[config.mk]
export PLATFORM = sky130hd
export DESIGN_NAME = nls_sqrt_cell
export DESIGN_NICKNAME = d
export VERILOG_FILES = /design/src/sv/nls_pkg.sv /design/src/sv/nls_sqrt_cell.sv
export SDC_FILE = /design/constraint.sdc
export NUM_CORES = 1
export LEC_CHECK = 0
export BUFFER_PORTS_ARGS = -buffer_cell sky130_fd_sc_hd__buf_2
export CORE_ASPECT_RATIO = 0.9
export CORE_MARGIN = 8
export CORE_UTILIZATION = 25
export CTS_BUF_LIST = sky130_fd_sc_hd__clkbuf_4 sky130_fd_sc_hd__clkbuf_8 sky130_fd_sc_hd__clkbuf_16
export DETAILED_ROUTE_END_ITERATION = 8
export PLACE_DENSITY_LB_ADDON = 0.08
export RECOVER_POWER = 50
export REMOVE_ABC_BUFFERS = 1
export SLEW_MARGIN = 20
export SYNTH_ARGS = -nofsm -noshare
export SYNTH_HDL_FRONTEND = slang
export SYNTH_SLANG_ARGS = --single-unit
[constraint.sdc]
create_clock -name clk -period 1.8 [get_ports clk]
set_input_delay 0.09 -clock clk [delete_from_list [all_inputs] [get_ports clk]]
set_output_delay 0.09 -clock clk [all_outputs]
set_load 0.005 [all_outputs]
[src/sv/nls_pkg.sv]
// Shared types, widths and landmark table for the nearest landmark search.
package nls_pkg;

	localparam int COORD_W  = 16;
	localparam int ABS_W    = 16;              // |landmark - position| always below 2^16
	localparam int SQR_W    = 32;
	localparam int SQ_W     = 33;              // dx^2 + dy^2
	localparam int ROOT_W   = (SQ_W + 1) / 2;  // bits of the integer square root
	localparam int TERM_W   = SQ_W + 2;
	localparam int IDX_W    = 3;
	localparam int DIST_W   = 16;
	localparam int LM_ROM_N = 5;

	// landmark x, y in hundredths of a meter
	localparam int LM_CENTI_X [LM_ROM_N] = '{  31,   11, -114, -259,  -9};
	localparam int LM_CENTI_Y [LM_ROM_N] = '{ -99, -242, -288,  -83,  53};

	typedef struct packed {
		logic                      vld;
		logic signed [COORD_W-1:0] px;
		logic signed [COORD_W-1:0] py;
		logic [SQ_W-1:0]           best_sq;
		logic [IDX_W-1:0]          best_idx;
	} dist_bus_t;

	typedef struct packed {
		logic              vld;
		logic [SQ_W-1:0]   rem;
		logic [ROOT_W-1:0] root;
		logic [IDX_W-1:0]  idx;
	} sqrt_bus_t;

	// centimeters to fixed point, halves rounded away from zero
	function automatic logic signed [COORD_W-1:0] lm_fixed(input int c, input int frac);
		int mag;
		int q;
		mag = (c < 0) ? -c : c;
		q = ((mag << frac) + 50) / 100;
		return (c < 0) ? COORD_W'(-q) : COORD_W'(q);
	endfunction

endpackage

[src/sv/nls_sqrt_cell.sv]
// One bit of the digit-by-digit integer square root.
module nls_sqrt_cell import nls_pkg::*; #(
	parameter int BIT = 0
) (
	input  logic      clk,
	input  logic      arst_n,
	input  logic      adv,
	input  sqrt_bus_t din,
	output sqrt_bus_t dout
);

	localparam int SH_ROOT = BIT + 1;
	localparam int SH_ONE  = 2 * BIT;

	// (root + 2^BIT)^2 - root^2; root holds only bits above BIT here
	logic [TERM_W-1:0] term;
	logic              fits;
	logic              vld_s1;
	logic [SQ_W-1:0]   rem_s1;
	logic [ROOT_W-1:0] root_s1;
	logic [IDX_W-1:0]  idx_s1;

	assign term = (TERM_W'(din.root) << SH_ROOT) | (TERM_W'(1) << SH_ONE);
	assign fits = TERM_W'(din.rem) >= term;

	always_ff @(posedge clk or negedge arst_n) begin
		if (!arst_n) begin
			vld_s1 <= 1'b0;
		end else if (adv) begin
			vld_s1 <= din.vld;
		end
	end

	always_ff @(posedge clk) begin
		if (adv) begin
			idx_s1  <= din.idx;
			rem_s1  <= fits ? din.rem - term[SQ_W-1:0] : din.rem;
			root_s1 <= fits ? din.root | (ROOT_W'(1) << BIT) : din.root;
		end
	end

	assign dout = '{vld: vld_s1, rem: rem_s1, root: root_s1, idx: idx_s1};

endmodule

==> results.toml <==
[synth]
synth_top_family_by_area = "simple AND/OR/NAND/NOR gates"
synthFlopType = "edfxtp_1"
synth_area_per_cell_um2 = 11.3
synthCells = 281
async_flop_share_pct = 1.85
syn-cell-area_mm2 = 0.00317
yosysWarnings = 0
synth_xor_area_share_pct = 8.29
synth_edf_count = 53
yosysSeqAreaShare_pct = 51.0
ys_ff_latch = 54
synth_compound_area_share_pct = 11.5
synth_cell_types = 47
yosys.area_share.simple_pct = 12.8
muxShareOfSynthArea_pct = 4.62
synth-adder-area-share_pct = 7.74

[critical_path]
r2r_start = "vld_s1$_DFFE_PN0P_"
crit_type = "primary input to flip-flop"
crit-reg2reg-capture = "vld_s1$_DFFE_PN0P_"
cp_data_required_time_ns = 1.86
worstSetupEndpointType = "flip-flop"
startpoint_type = "primary input"
r2r_setup_slack_ns = 1.06
reg2reg_depth = 1
cp.arrival_ns = 1.95
critPathMaxFanout = 3

[job]
max_cap_viol_count = 0

[pwr]
p_seq_share_pct = 40.4
p_leak_nw = 2.47
p_int_mw = 2.89
powerDensity_mw_per_mm2 = 678
p_comb_share_pct = 30.1
p_sw_mw = 1.01
p_total_mw = 3.90
ir_drop_mv = 0.506
swShare_pct = 26.0
pwr-share-clk_pct = 29.5

[final_layout]
area_growth_pct = 81.6
antenna_cells = 0
final_core_util_pct = 45.9
drive_gt1_share_pct = 61.3
stdcell_area_mm2 = 0.00576
nets = 597
fillers = 1219

[global_route]
overflow = 0
antenna_found_initial = 1
grt_pass1_vias = 3209
grt_start_max_net_pins = 32
track_usage_pct = 12.2
grt_pass1_wl_mm = 15.8

[floorplan]
core_region_area_mm2 = 0.0125
start_util_pct = 25.3
io_pins = 111
dieWidth_um = 135
dieArea_mm2 = 0.0165
core.rowCount = 39
die_h_um = 123

[placed_design]
hpwl_mm = 7.29
place_congestion = 0.811
placed_cell_area_mm2 = 0.00458
place_ws_ns = -0.753
port_buffers = 110

[timing]
post-route-min-period_ns = 1.89
fin_ws_ns = -0.0908
finalCritPeriodShare_pct = 105
relSlewSlack_pct = 11.0
maxSlewViolCount = 0
setup_viol = 27
hold_viol = 0
grt_setup_unrepaired = "yes"
tns_ns = -1.17
finClkSkew_ns = 0
tightestPinTransition_ns = 1.33
max_freq_ghz = 0.529

[detailed_routing]
drt-total-wl_mm = 10.0
ant_nets = 0
wl_per_cell_um = 14.6
via_per_inst = 4.35
route.detailed.drc = 0
via_count = 2985
firstDrtPassIters = 4
drt_iter0_drc = 88

[clocking]
clock_sinks = 54
clk_pin_slew_worst_paths_ns = 0.07
clk_latency_ns = 0.30
cts_tree = "yes"
clk_path_buf_depth = 2
h-tree-depth = 2
cts_buffers = 5
clockRootBuffer = "clkbuf_16"

[hold_path]
worstHoldPathCells = 2
hold_path_class = "primary input to flip-flop"
min_from = "din[53]"
hold_end = "vld_s1$_DFFE_PN0P_"

[run_status]
failed_checks = "setup timing"
run_status = "finished, violations left"
[registers in the layout, summed over array words and instances (netlist names)]
name / flops
root_s1: 17
rem_s1: 33
idx_s1: 3
vld_s1: 1
[synthesized netlist by cell type (all sizes together), types with 2 or more instances]
cell type	count	area (µm²)
edfxtp	53	1590
mux2	11	146
clkbuf	3	11.3
o21a	2	15.0
o21ai	10	53.8
nor3	6	30.0
nor2	22	85.1
buf	6	41.3
nand2b	2	12.5
nor2b	2	12.5
xnor2	25	219
nand3	12	60.1
inv	20	75.1
and3	4	25.0
a221oi	2	23.8
a21oi	26	130
nand2	19	78.8
nand4	6	37.5
o31ai	2	15.0
nor4	3	18.8
xor2	5	43.8
a21o	5	37.5
ha	18	225
[metal layers]
metal  routed length, µm  vias to the layer above  global-route usage, %
met3                 620                       10                   3.93
met1                4300                     1397                   13.9
met5                  13                        -                      0
met4                 139                        2                   4.63
met2                4930                       65                   21.0
li1                    -                     1511                      -
[critical path, stage by stage]
cell and delay, ns:
buf_6 0.09, inv_1 0.06, fa_2 0.41, nor2b_4 0.14
o31a_1 0.18, o31ai_2 0.08, buf_4 0.15, a31oi_4 0.15
nand3_2 0.14, nand4_1 0.12, mux2_2 0.33
[logic make-up (layout without fill, tap and decap cells)]
| family | Yosys count | count (layout) |
|---|---|---|
| buf+inv | 29 | 270 |
| simple gates | 81 | 81 |
| fa+ha+maj | 19 | 19 |
| xor+xnor | 30 | 30 |
| compound gates | 57 | 57 |
| flops | 54 | 54 |
| mux | 11 | 11 |
[how the worst max path moves through the flow]
stage | slack (ns) | depth (start not counted) | endpoint | from
6_report | -0.09 | 11 | rem_s1[32]$_DFFE_PP_ | din[21]
5_1_grt | -0.18 | 13 | rem_s1[24]$_DFFE_PP_ | din[4]
4_1_cts | -0.16 | 12 | rem_s1[24]$_DFFE_PP_ | din[22]
3_3_place_gp | -0.78 | 13 | rem_s1[24]$_DFFE_PP_ | din[4]
3_5_place_dp | -0.75 | 13 | rem_s1[24]$_DFFE_PP_ | din[4]
2_1_floorplan | -0.44 | 9 | rem_s1[23]$_DFFE_PP_ | din[5]
[timing repair]
action / in CTS / in global routing
gates cloned: 2 / 0
pin swaps: 36 / 23
hold endpoints to repair: 19 / 0
hold buffers: 19 / 0
setup endpoints to repair: 33 / 33
resized for setup: 90 / 46
buffers inserted: 15 / 3
[placed cells by master (no fill, tap or decap), drive strengths merged, types with 3 or more instances in the layout]
cell / Yosys / final
buf: 6 / 219
edfxtp: 53 / 53
a21oi: 26 / 26
xnor2: 25 / 25
nor2: 22 / 22
inv: 20 / 20
dlygate4sd3: 0 / 19
nand2: 19 / 19
ha: 18 / 18
nand3: 12 / 12
mux2: 11 / 11
clkbuf: 3 / 10
o21ai: 10 / 10
nand4: 6 / 6
nor3: 6 / 6
a21o: 5 / 5
xor2: 5 / 5
and3: 4 / 4
nor4: 3 / 3
[area by class of cell]
class                           instances  area (µm²)  share of cell area (%)
Clock buffer                            6         133                    2.30
Clock inverter                          2        37.5                   0.652
Inverter                               20        82.6                    1.43
Multi-Input combinational cell        198        1900                    33.0
Sequential cell                        54        1620                    28.1
Tap cell                              164         205                    3.57
Timing Repair Buffer                  242        1780                    31.0
[stage by stage]
stage,hold WS (ns),instances
after detailed placement,-0.134,639
after CTS,0.00422,683
after global routing,0.0156,686
final,0.0159,686
after floorplan,-0.206,272
after global placement,-0.136,639
[power groups by stage]
| stage | Combinational, mW | Clock, mW | Sequential, mW |
|---|---|---|---|
| after global placement | 0.937 | 0 | 1.61 |
| after CTS | 1.12 | 1.20 | 1.58 |
| after detailed placement | 0.933 | 0 | 1.61 |
| after floorplan | 0.388 | 0 | 1.63 |
| final | 1.18 | 1.15 | 1.58 |
| after global routing | 1.29 | 1.24 | 1.59 |
Power figures use the tool's default switching activity.
