==> src/sv/nls_pkg.sv <==
// Shared types, widths and landmark table for the nearest landmark search.
package nls_pkg;

	localparam int COORD_W  = 16;
	localparam int ABS_W    = 16;              // |landmark - position| always below 2^16
	localparam int SQR_W    = 32;
	localparam int SQ_W     = 33;              // dx^2 + dy^2
	localparam int ROOT_W   = (SQ_W + 1) / 2;  // bits of the integer square root
	localparam int TERM_W   = SQ_W + 2;
	localparam int IDX_W    = 3;
	localparam int DIST_W   = 16;
	localparam int LM_ROM_N = 5;

	// landmark x, y in hundredths of a meter
	localparam int LM_CENTI_X [LM_ROM_N] = '{  31,   11, -114, -259,  -9};
	localparam int LM_CENTI_Y [LM_ROM_N] = '{ -99, -242, -288,  -83,  53};

	typedef struct packed {
		logic                      vld;
		logic signed [COORD_W-1:0] px;
		logic signed [COORD_W-1:0] py;
		logic [SQ_W-1:0]           best_sq;
		logic [IDX_W-1:0]          best_idx;
	} dist_bus_t;

	typedef struct packed {
		logic              vld;
		logic [SQ_W-1:0]   rem;
		logic [ROOT_W-1:0] root;
		logic [IDX_W-1:0]  idx;
	} sqrt_bus_t;

	// centimeters to fixed point, halves rounded away from zero
	function automatic logic signed [COORD_W-1:0] lm_fixed(input int c, input int frac);
		int mag;
		int q;
		mag = (c < 0) ? -c : c;
		q = ((mag << frac) + 50) / 100;
		return (c < 0) ? COORD_W'(-q) : COORD_W'(q);
	endfunction

endpackage

==> src/sv/nls_dist_cell.sv <==
// One landmark cell: squared distance to its landmark, then keep the closer one.
module nls_dist_cell import nls_pkg::*; #(
	parameter logic signed [COORD_W-1:0] LM_X  = '0,
	parameter logic signed [COORD_W-1:0] LM_Y  = '0,
	parameter logic [IDX_W-1:0]          IDX   = '0,
	parameter bit                        FIRST = 1'b0
) (
	input  logic      clk,
	input  logic      arst_n,
	input  logic      adv,
	input  dist_bus_t din,
	output dist_bus_t dout
);

	logic signed [COORD_W:0] dx, dy;
	logic [ABS_W-1:0]        ax, ay;
	logic [SQ_W-1:0]         sum;
	logic                    take;

	logic                      vld_s1;
	logic signed [COORD_W-1:0] px_s1, py_s1;
	logic [SQ_W-1:0]           best_sq_s1;
	logic [IDX_W-1:0]          best_idx_s1;
	logic [SQR_W-1:0]          x2_s1, y2_s1;

	logic                      vld_s2;
	logic signed [COORD_W-1:0] px_s2, py_s2;
	logic [SQ_W-1:0]           best_sq_s2;
	logic [IDX_W-1:0]          best_idx_s2;

	assign dx = (COORD_W+1)'(LM_X) - (COORD_W+1)'(din.px);
	assign dy = (COORD_W+1)'(LM_Y) - (COORD_W+1)'(din.py);
	assign ax = dx[COORD_W] ? ABS_W'(-dx) : dx[ABS_W-1:0];
	assign ay = dy[COORD_W] ? ABS_W'(-dy) : dy[ABS_W-1:0];

	always_ff @(posedge clk or negedge arst_n) begin
		if (!arst_n) begin
			vld_s1 <= 1'b0;
			vld_s2 <= 1'b0;
		end else if (adv) begin
			vld_s1 <= din.vld;
			vld_s2 <= vld_s1;
		end
	end

	always_ff @(posedge clk) begin
		if (adv) begin
			px_s1       <= din.px;
			py_s1       <= din.py;
			best_sq_s1  <= din.best_sq;
			best_idx_s1 <= din.best_idx;
			x2_s1       <= SQR_W'(ax) * SQR_W'(ax);
			y2_s1       <= SQR_W'(ay) * SQR_W'(ay);
		end
	end

	// strict compare: a tie keeps the lower index already in hand
	assign sum  = SQ_W'(x2_s1) + SQ_W'(y2_s1);
	assign take = FIRST || (sum < best_sq_s1);

	always_ff @(posedge clk) begin
		if (adv) begin
			px_s2       <= px_s1;
			py_s2       <= py_s1;
			best_sq_s2  <= take ? sum : best_sq_s1;
			best_idx_s2 <= take ? IDX : best_idx_s1;
		end
	end

	assign dout = '{vld: vld_s2, px: px_s2, py: py_s2, best_sq: best_sq_s2,
		best_idx: best_idx_s2};

endmodule

==> config.mk <==
export PLATFORM = sky130hd
export DESIGN_NAME = nls_dist_cell
export DESIGN_NICKNAME = d
export VERILOG_FILES = /design/src/sv/nls_pkg.sv /design/src/sv/nls_dist_cell.sv
export SDC_FILE = /design/constraint.sdc
export NUM_CORES = 1
export LEC_CHECK = 0
export BUFFER_PORTS_ARGS = -buffer_cell sky130_fd_sc_hd__buf_2
export CAP_MARGIN = 20
export CORE_MARGIN = 8
export CORE_UTILIZATION = 30
export DETAILED_ROUTE_END_ITERATION = 10
export HOLD_SLACK_MARGIN = 0.03
export SLEW_MARGIN = 15
export SYNTH_ARGS = -nofsm -noshare
export SYNTH_HDL_FRONTEND = slang
export SYNTH_SLANG_ARGS = --single-unit
==> constraint.sdc <==
create_clock -name clk -period 6.55 [get_ports clk]
set_clock_uncertainty 0.05 [all_clocks]
set_input_delay 1.31 -clock clk [delete_from_list [all_inputs] [get_ports clk]]
set_output_delay 1.31 -clock clk [all_outputs]
set_load 0.03 [all_outputs]
==> results of run 1 <==
==> worst max-delay path: cells and delay by family <==
| family | cells | cell delay (ns) |
|---|---|---|
| XOR/XNOR | 1 | 0.23 |
| AND/OR/NAND/NOR | 5 | 1.61 |
| adder cells (fa/ha/maj) | 8 | 3.21 |
| buffers and inverters | 7 | 0.67 |
| AO/OA/AOI/OAI | 8 | 1.58 |
==> layout make-up <==
cell class / instances / area (µm²) / share of cell area
multi-input combinational: 1620 / 17800 / 0.538
sequential: 198 / 5940 / 0.179
timing repair buffer: 713 / 5340 / 0.161
inverter: 545 / 2100 / 0.0635
tap: 1060 / 1330 / 0.0400
clock buffer: 18 / 429 / 0.0129
clock inverter: 14 / 178 / 0.00536
==> logic make-up (layout without fill, tap and decap cells) <==
family	count (synthesis)	in the layout	synth area share
buffers and inverters	602	1290	0.0941
adders and majority gates	586	586	0.402
and+or+nand+nor	544	544	0.103
AOI/OAI and AO/OA	302	302	0.0833
DFF	198	198	0.244
xor gates and xnor gates	149	150	0.0558
muxes	38	38	0.0175
==> what timing repair did <==
action,in CTS,in global routing
pin swaps,124,109
buffers inserted,56,40
cloned,1,0
endpoints found under the setup margin,49,67
resized for setup,177,142
==> Yosys cell counts (3+ instances only) <==
cell	number	area share
buf_2	10	0.0021
nor3_1	29	0.0060
fa_1	326	0.27
a21o_1	51	0.016
nand3_1	27	0.0056
o31ai_1	7	0.0022
o22ai_1	5	0.0013
inv_2	3	0.00046
and3_1	11	0.0028
o21bai_1	10	0.0031
xnor2_1	91	0.033
or3_1	11	0.0028
and4_1	6	0.0022
clkinv_1	8	0.0012
o21ai_0	48	0.0099
a221o_1	5	0.0021
nand4_1	13	0.0033
or4_1	3	0.00093
inv_1	534	0.082
o21ai_1	3	0.00062
mux2_2	36	0.017
a31oi_1	12	0.0031
edfxtp_1	196	0.24
a21oi_1	80	0.016
o21a_1	17	0.0052
nor2_1	176	0.027
ha_1	260	0.13
o211ai_1	9	0.0028
nand2_1	183	0.028
xor2_1	54	0.019
a32o_1	5	0.0021
nor2b_1	18	0.0046
o31a_1	5	0.0018
a21boi_0	6	0.0019
a2111oi_0	3	0.0011
nand4b_1	4	0.0014
nand2b_1	18	0.0046
nor4_1	11	0.0028
and2_1	16	0.0041
or2_2	6	0.0015
clkbuf_1	43	0.0066
a211oi_1	9	0.0028
==> worst max-delay path by stage <==
stage | start | to | slack, ns | cells past startpoint
floorplan | din[52] | x2_s1[31]$_DFFE_PP_ | -2.40 | 35
global placement | din[39] | y2_s1[31]$_DFFE_PP_ | -2.48 | 32
detailed placement | din[39] | y2_s1[30]$_DFFE_PP_ | -2.49 | 29
CTS | din[53] | x2_s1[31]$_DFFE_PP_ | -1.66 | 30
global route | din[37] | y2_s1[25]$_DFFE_PP_ | -2.01 | 31
finish | din[52] | x2_s1[30]$_DFFE_PP_ | -1.77 | 29
==> per-layer routing <==
layer | global-route usage | routed length, µm | part of all wire
met3 | 0.0244 | 3260 | 0.053
met4 | 0.0381 | 1210 | 0.020
met5 | 0 | 0 | 0
met2 | 0.227 | 28900 | 0.47
met1 | 0.190 | 28400 | 0.46
==> state kept, by name (all words and copies together) (netlist names), 16 cells and up <==
name / count
best_sq_s1: 33
best_sq_s2: 33
x2_s1: 30
y2_s1: 30
px_s1: 16
px_s2: 16
py_s1: 16
py_s2: 16
==> metrics by stage <==
stage | TNS [ns] | worst slack, ns | utilization | cells
final | -60.93 | -1.77 | 0.412 | 4168
after global routing | -72.20 | -2.01 | 0.412 | 4168
after CTS | -56.36 | -1.66 | 0.402 | 4136
after detailed placement | -97.92 | -2.49 | 0.380 | 4052
after global placement | -96.18 | -2.48 | 0.380 | 4052
after floorplan | -89.62 | -2.40 | - | 2419
==> impl_metrics.env, run 1 <==
export IMPL_rsz0062_at_grt="true"
export IMPL_wire_per_inst_um=14.8
export IMPL_cts_tree="done"
export IMPL_slew_headroom=0.386
export IMPL_h_tree_depth=4
export IMPL_period_share=1.27
export IMPL_area_growth_pct=36.3
export IMPL_synthArstFlopShare=0.0101
export IMPL_design_area_um2=33100
export IMPL_rows=104
export IMPL_ys_seq_elements=198
export IMPL_clkLatencyLatePin_ns=0.51
export IMPL_setup_viol=49
export IMPL_cts_clk_slew_worst_paths_ns=0.09
export IMPL_cpMostUsedCell="fa_1"
export IMPL_nFillCells=7816
export IMPL_timing_critical_path_fanout_max=5
export IMPL_cts_buffer_depth=2
export IMPL_status="complete, but fails checks"
export IMPL_io_buffer_count=140
export IMPL_end_kind="register"
export IMPL_fp_dieArea_um2=90400
export IMPL_die_w_um=301
export IMPL_drt_wl_total_um=61700
export IMPL_gp_routability_congestion=0.870
export IMPL_grt_max_degree=111
export IMPL_synth_seq_area_share=0.244
export IMPL_layout_min_cycle_time_ns=8.32
export IMPL_yosysWarnings=0
export IMPL_antenna_found_initial=1
export IMPL_drive_gt1_frac=0.354
export IMPL_reg2reg_to="best_sq_s2[3]$_DFFE_PP_"
export IMPL_r2r_start="y2_s1[5]$_DFFE_PP_"
export IMPL_slew_violations=0
export IMPL_maxClockFrequency_mhz=120
export IMPL_worstPathRequired_ns=6.84
export IMPL_violations="setup timing"
export IMPL_gr_total_overflow=0
export IMPL_hold_violations=0
export IMPL_min_delay_path_class="reg2reg"
export IMPL_ys_flop_type="edfxtp_1"
export IMPL_vias_per_cell=4.57
export IMPL_track_usage=0.139
export IMPL_worst_slack_ns=-1.77
export IMPL_holdWs_ns=0.375
export IMPL_cp_slowest_cell="fa_2"
export IMPL_grt_pass1_wl_um=101000
export IMPL_route_detailed_drc=0
export IMPL_worst_ep_arrival_time_ns=8.61
export IMPL_root_buffer="clkbuf_16"
export IMPL_syn_avg_cell_area_um2=10.1
export IMPL_ant_nets=0
export IMPL_synth_nets=3077
export IMPL_crit_type="in2reg"
export IMPL_syn_inst=2419
export IMPL_syn_area_um2=24300
export IMPL_core_region_area_um2=80400
export IMPL_hold_path_startpoint="py_s1[10]$_DFFE_PP_"
export IMPL_hold_depth=0
export IMPL_cp_start_kind="input pin"
export IMPL_dpl_cell_area_um2=30600
export IMPL_cpPeakStageDelay_ns=0.55
export IMPL_final_cell_mix="buf_4, inv_1, fa_1, ha_1, edfxtp_1"
export IMPL_clock_sinks=198
export IMPL_r2r_cells=20
export IMPL_holdPathEnd="py_s2[10]$_DFFE_PP_"
export IMPL_ys_types=81
export IMPL_synth_edff_count=196
export IMPL_dp_hpwl_um=49800
export IMPL_tightest_slew_ns=0.921
export IMPL_holdBufCountCts=0
export IMPL_grt_pass1_vias=20100
export IMPL_die_y_um=301
export IMPL_first_pass_iters=5
export IMPL_final_nets=3753
export IMPL_r2r_slack_ns=0.40
export IMPL_initial_core_util=0.302
export IMPL_drt_first_iter_violations=994
export IMPL_io_pins=141
export IMPL_final_common_cell="buf_4"
export IMPL_diodes=0
export IMPL_cap_viol_max_count=0
export IMPL_dr_total_vias=19000
export IMPL_cts_buffers=17
Power of run 1 is not shown: default switching activity piles up to over one toggle a cycle in this logic, so the estimate is an artifact.
==> run 2: changes to the inputs <==
--- a/config.mk
+++ b/config.mk
@@ -5,11 +5,11 @@
 export SDC_FILE = /design/constraint.sdc
 export NUM_CORES = 1
 export LEC_CHECK = 0
-export BUFFER_PORTS_ARGS = -buffer_cell sky130_fd_sc_hd__buf_2
 export CAP_MARGIN = 20
 export CORE_MARGIN = 8
 export CORE_UTILIZATION = 30
 export DETAILED_ROUTE_END_ITERATION = 10
+export DONT_BUFFER_PORTS = 1
 export HOLD_SLACK_MARGIN = 0.03
 export SLEW_MARGIN = 15
 export SYNTH_ARGS = -nofsm -noshare
==> constraint.sdc (replaced) <==
create_clock -name clk -period 7.5 [get_ports clk]
set_clock_uncertainty 0.05 [all_clocks]
set_input_delay 1.5 -clock clk [delete_from_list [all_inputs] [get_ports clk]]
set_output_delay 1.5 -clock clk [all_outputs]
set_load 0.03 [all_outputs]
==> run 2 against run 1 <==
Net effect: sequential cell count unchanged; largest cell class unchanged; first-iteration DRC count decreased by 7.7%; cell area decreased by 3.3%; via count decreased by 3.9%; the run still ends with setup timing left; critical path depth increased by 2; worst hold slack got worse by 0.014 ns; sequential share of layout area increased by 0.62 points; global-route usage decreased by 0.20 points; non-clock buffer count decreased by 181; critical path type unchanged; setup slack improved by 0.91 ns; routed wire length decreased by 0.75%; clock-buffer cell count decreased by 1.
==> impl_metrics.env, run 2 (same netlist as run 1, synthesis figures left out) <==
export IMPL_wl_met3_um=3930
export IMPL_hold_depth=0
export IMPL_io_buffer_count=0
export IMPL_route_detailed_drc=0
export IMPL_min_delay_path_class="reg2reg"
export IMPL_setup_viol=38
export IMPL_die_w_um=301
export IMPL_hold_violations=0
export IMPL_grt_pass1_wl_um=99100
export IMPL_worst_ep_arrival_time_ns=8.65
export IMPL_initial_core_util=0.302
export IMPL_grt_pass1_vias=19200
export IMPL_fp_dieArea_um2=90400
export IMPL_gr_total_overflow=0
export IMPL_drt_wl_total_um=61300
export IMPL_period_share=1.11
export IMPL_cts_tree="done"
export IMPL_antenna_found_initial=7
export IMPL_slew_violations=0
export IMPL_timing_critical_path_fanout_max=13
export IMPL_die_y_um=301
export IMPL_r2r_cells=18
export IMPL_cp_start_kind="input pin"
export IMPL_slew_headroom=0.276
export IMPL_root_buffer="clkbuf_16"
export IMPL_end_kind="register"
export IMPL_nFillCells=7806
export IMPL_final_cell_mix="inv_1, buf_4, fa_1, ha_1, edfxtp_1"
export IMPL_crit_type="in2reg"
export IMPL_top_layer="met5"
export IMPL_gp_routability_congestion=0.868
export IMPL_violations="setup timing"
export IMPL_io_pins=141
export IMPL_maxClockFrequency_mhz=120
export IMPL_reg_largest_list="best_sq_s1: 33 flops, best_sq_s2: 33 flops"
export IMPL_first_pass_iters=5
export IMPL_core_region_area_um2=80400
export IMPL_final_common_cell="inv_1"
export IMPL_cts_buffers=17
export IMPL_final_nets=3571
export IMPL_worst_slack_ns=-0.861
export IMPL_wl_met1_um=27900
export IMPL_cts_buffer_depth=2
export IMPL_ant_nets=0
export IMPL_dp_hpwl_um=49400
export IMPL_cts_clk_slew_worst_paths_ns=0.10
export IMPL_status="complete, but fails checks"
export IMPL_design_area_um2=32000
export IMPL_vias_per_cell=4.59
export IMPL_dpl_cell_area_um2=29400
export IMPL_tightest_slew_ns=1.08
export IMPL_cap_viol_max_count=0
export IMPL_grt_max_degree=199
export IMPL_clkLatencyLatePin_ns=0.51
export IMPL_cpMostUsedCell="inv_2"
export IMPL_rsz0062_at_grt="true"
export IMPL_h_tree_depth=4
export IMPL_holdBufCountCts=0
export IMPL_wire_per_inst_um=15.4
export IMPL_layout_min_cycle_time_ns=8.36
export IMPL_drt_first_iter_violations=917
export IMPL_rows=104
export IMPL_clock_sinks=198
export IMPL_track_usage=0.137
export IMPL_drive_gt1_frac=0.316
export IMPL_wl_met2_um=28600
export IMPL_worstPathRequired_ns=7.79
export IMPL_dr_total_vias=18300
export IMPL_cpPeakStageDelay_ns=0.57
export IMPL_cp_slowest_cell="fa_2"
export IMPL_area_growth_pct=31.8
==> run 2: final timing paths <==
kind                                     start                        to  slack, ns
min reg2reg                 px_s1[7]$_DFFE_PP_        px_s2[7]$_DFFE_PP_       0.36
max                                    din[52]       x2_s1[30]$_DFFE_PP_      -0.86
min in group asynchronous               arst_n        vld_s1$_DFFE_PN0P_       0.62
max in group asynchronous               arst_n        vld_s2$_DFFE_PN0P_       6.72
max reg2reg                x2_s1[17]$_DFFE_PP_  best_sq_s2[17]$_DFFE_PP_       1.08
min                         px_s1[7]$_DFFE_PP_        px_s2[7]$_DFFE_PP_       0.36
==> run 2: layer usage <==
layer | global-route usage | vias to the layer above
met1 | 0.183 | 9086
met5 | 0 | -
met2 | 0.221 | 346
li1 | - | 8809
met4 | 0.0346 | 2
met3 | 0.0358 | 58
==> run 2: layout make-up <==
cell class | count | area, µm² | share of cell area
Antenna cell | 5 | 12.5 | 0.000390
Clock buffer | 17 | 425 | 0.0133
Clock inverter | 15 | 238 | 0.00742
Inverter | 545 | 2140 | 0.0669
Multi-Input combinational cell | 1619 | 17700 | 0.553
Sequential cell | 198 | 5940 | 0.185
Tap cell | 1060 | 1330 | 0.0414
Timing Repair Buffer | 532 | 4240 | 0.132
==> run 2: timing repair <==
item | 4_1_cts | 5_1_grt
pin swaps | 154 | 131
cloned | 0 | 1
setup endpoints to repair | 40 | 44
buffers inserted | 61 | 46
gates resized for setup | 170 | 141
==> run 2: through the flow <==
step,TNS [ns],hold WS (ns),std cells,utilization,setup WS (ns)
after floorplan,-51.83,0.350,2419,-,-1.64
after global placement,-50.38,0.350,3856,0.365,-1.55
after detailed placement,-54.25,0.355,3856,0.365,-1.73
after CTS,-19.99,0.363,3945,0.387,-0.804
after global routing,-32.17,0.362,3987,0.398,-1.11
final,-23.23,0.361,3991,0.398,-0.861
==> run 2: worst max-delay path, delay by kind of cell <==
| family | cells | cell delay, ns |
|---|---|---|
| AO/OA/AOI/OAI | 7 | 1.12 |
| XOR/XNOR | 1 | 0.10 |
| AND/OR/NAND/NOR | 6 | 1.71 |
| buffers and inverters | 9 | 0.71 |
| adder cells (fa/ha/maj) | 8 | 3.50 |
Power of run 2 is left out for the same reason.
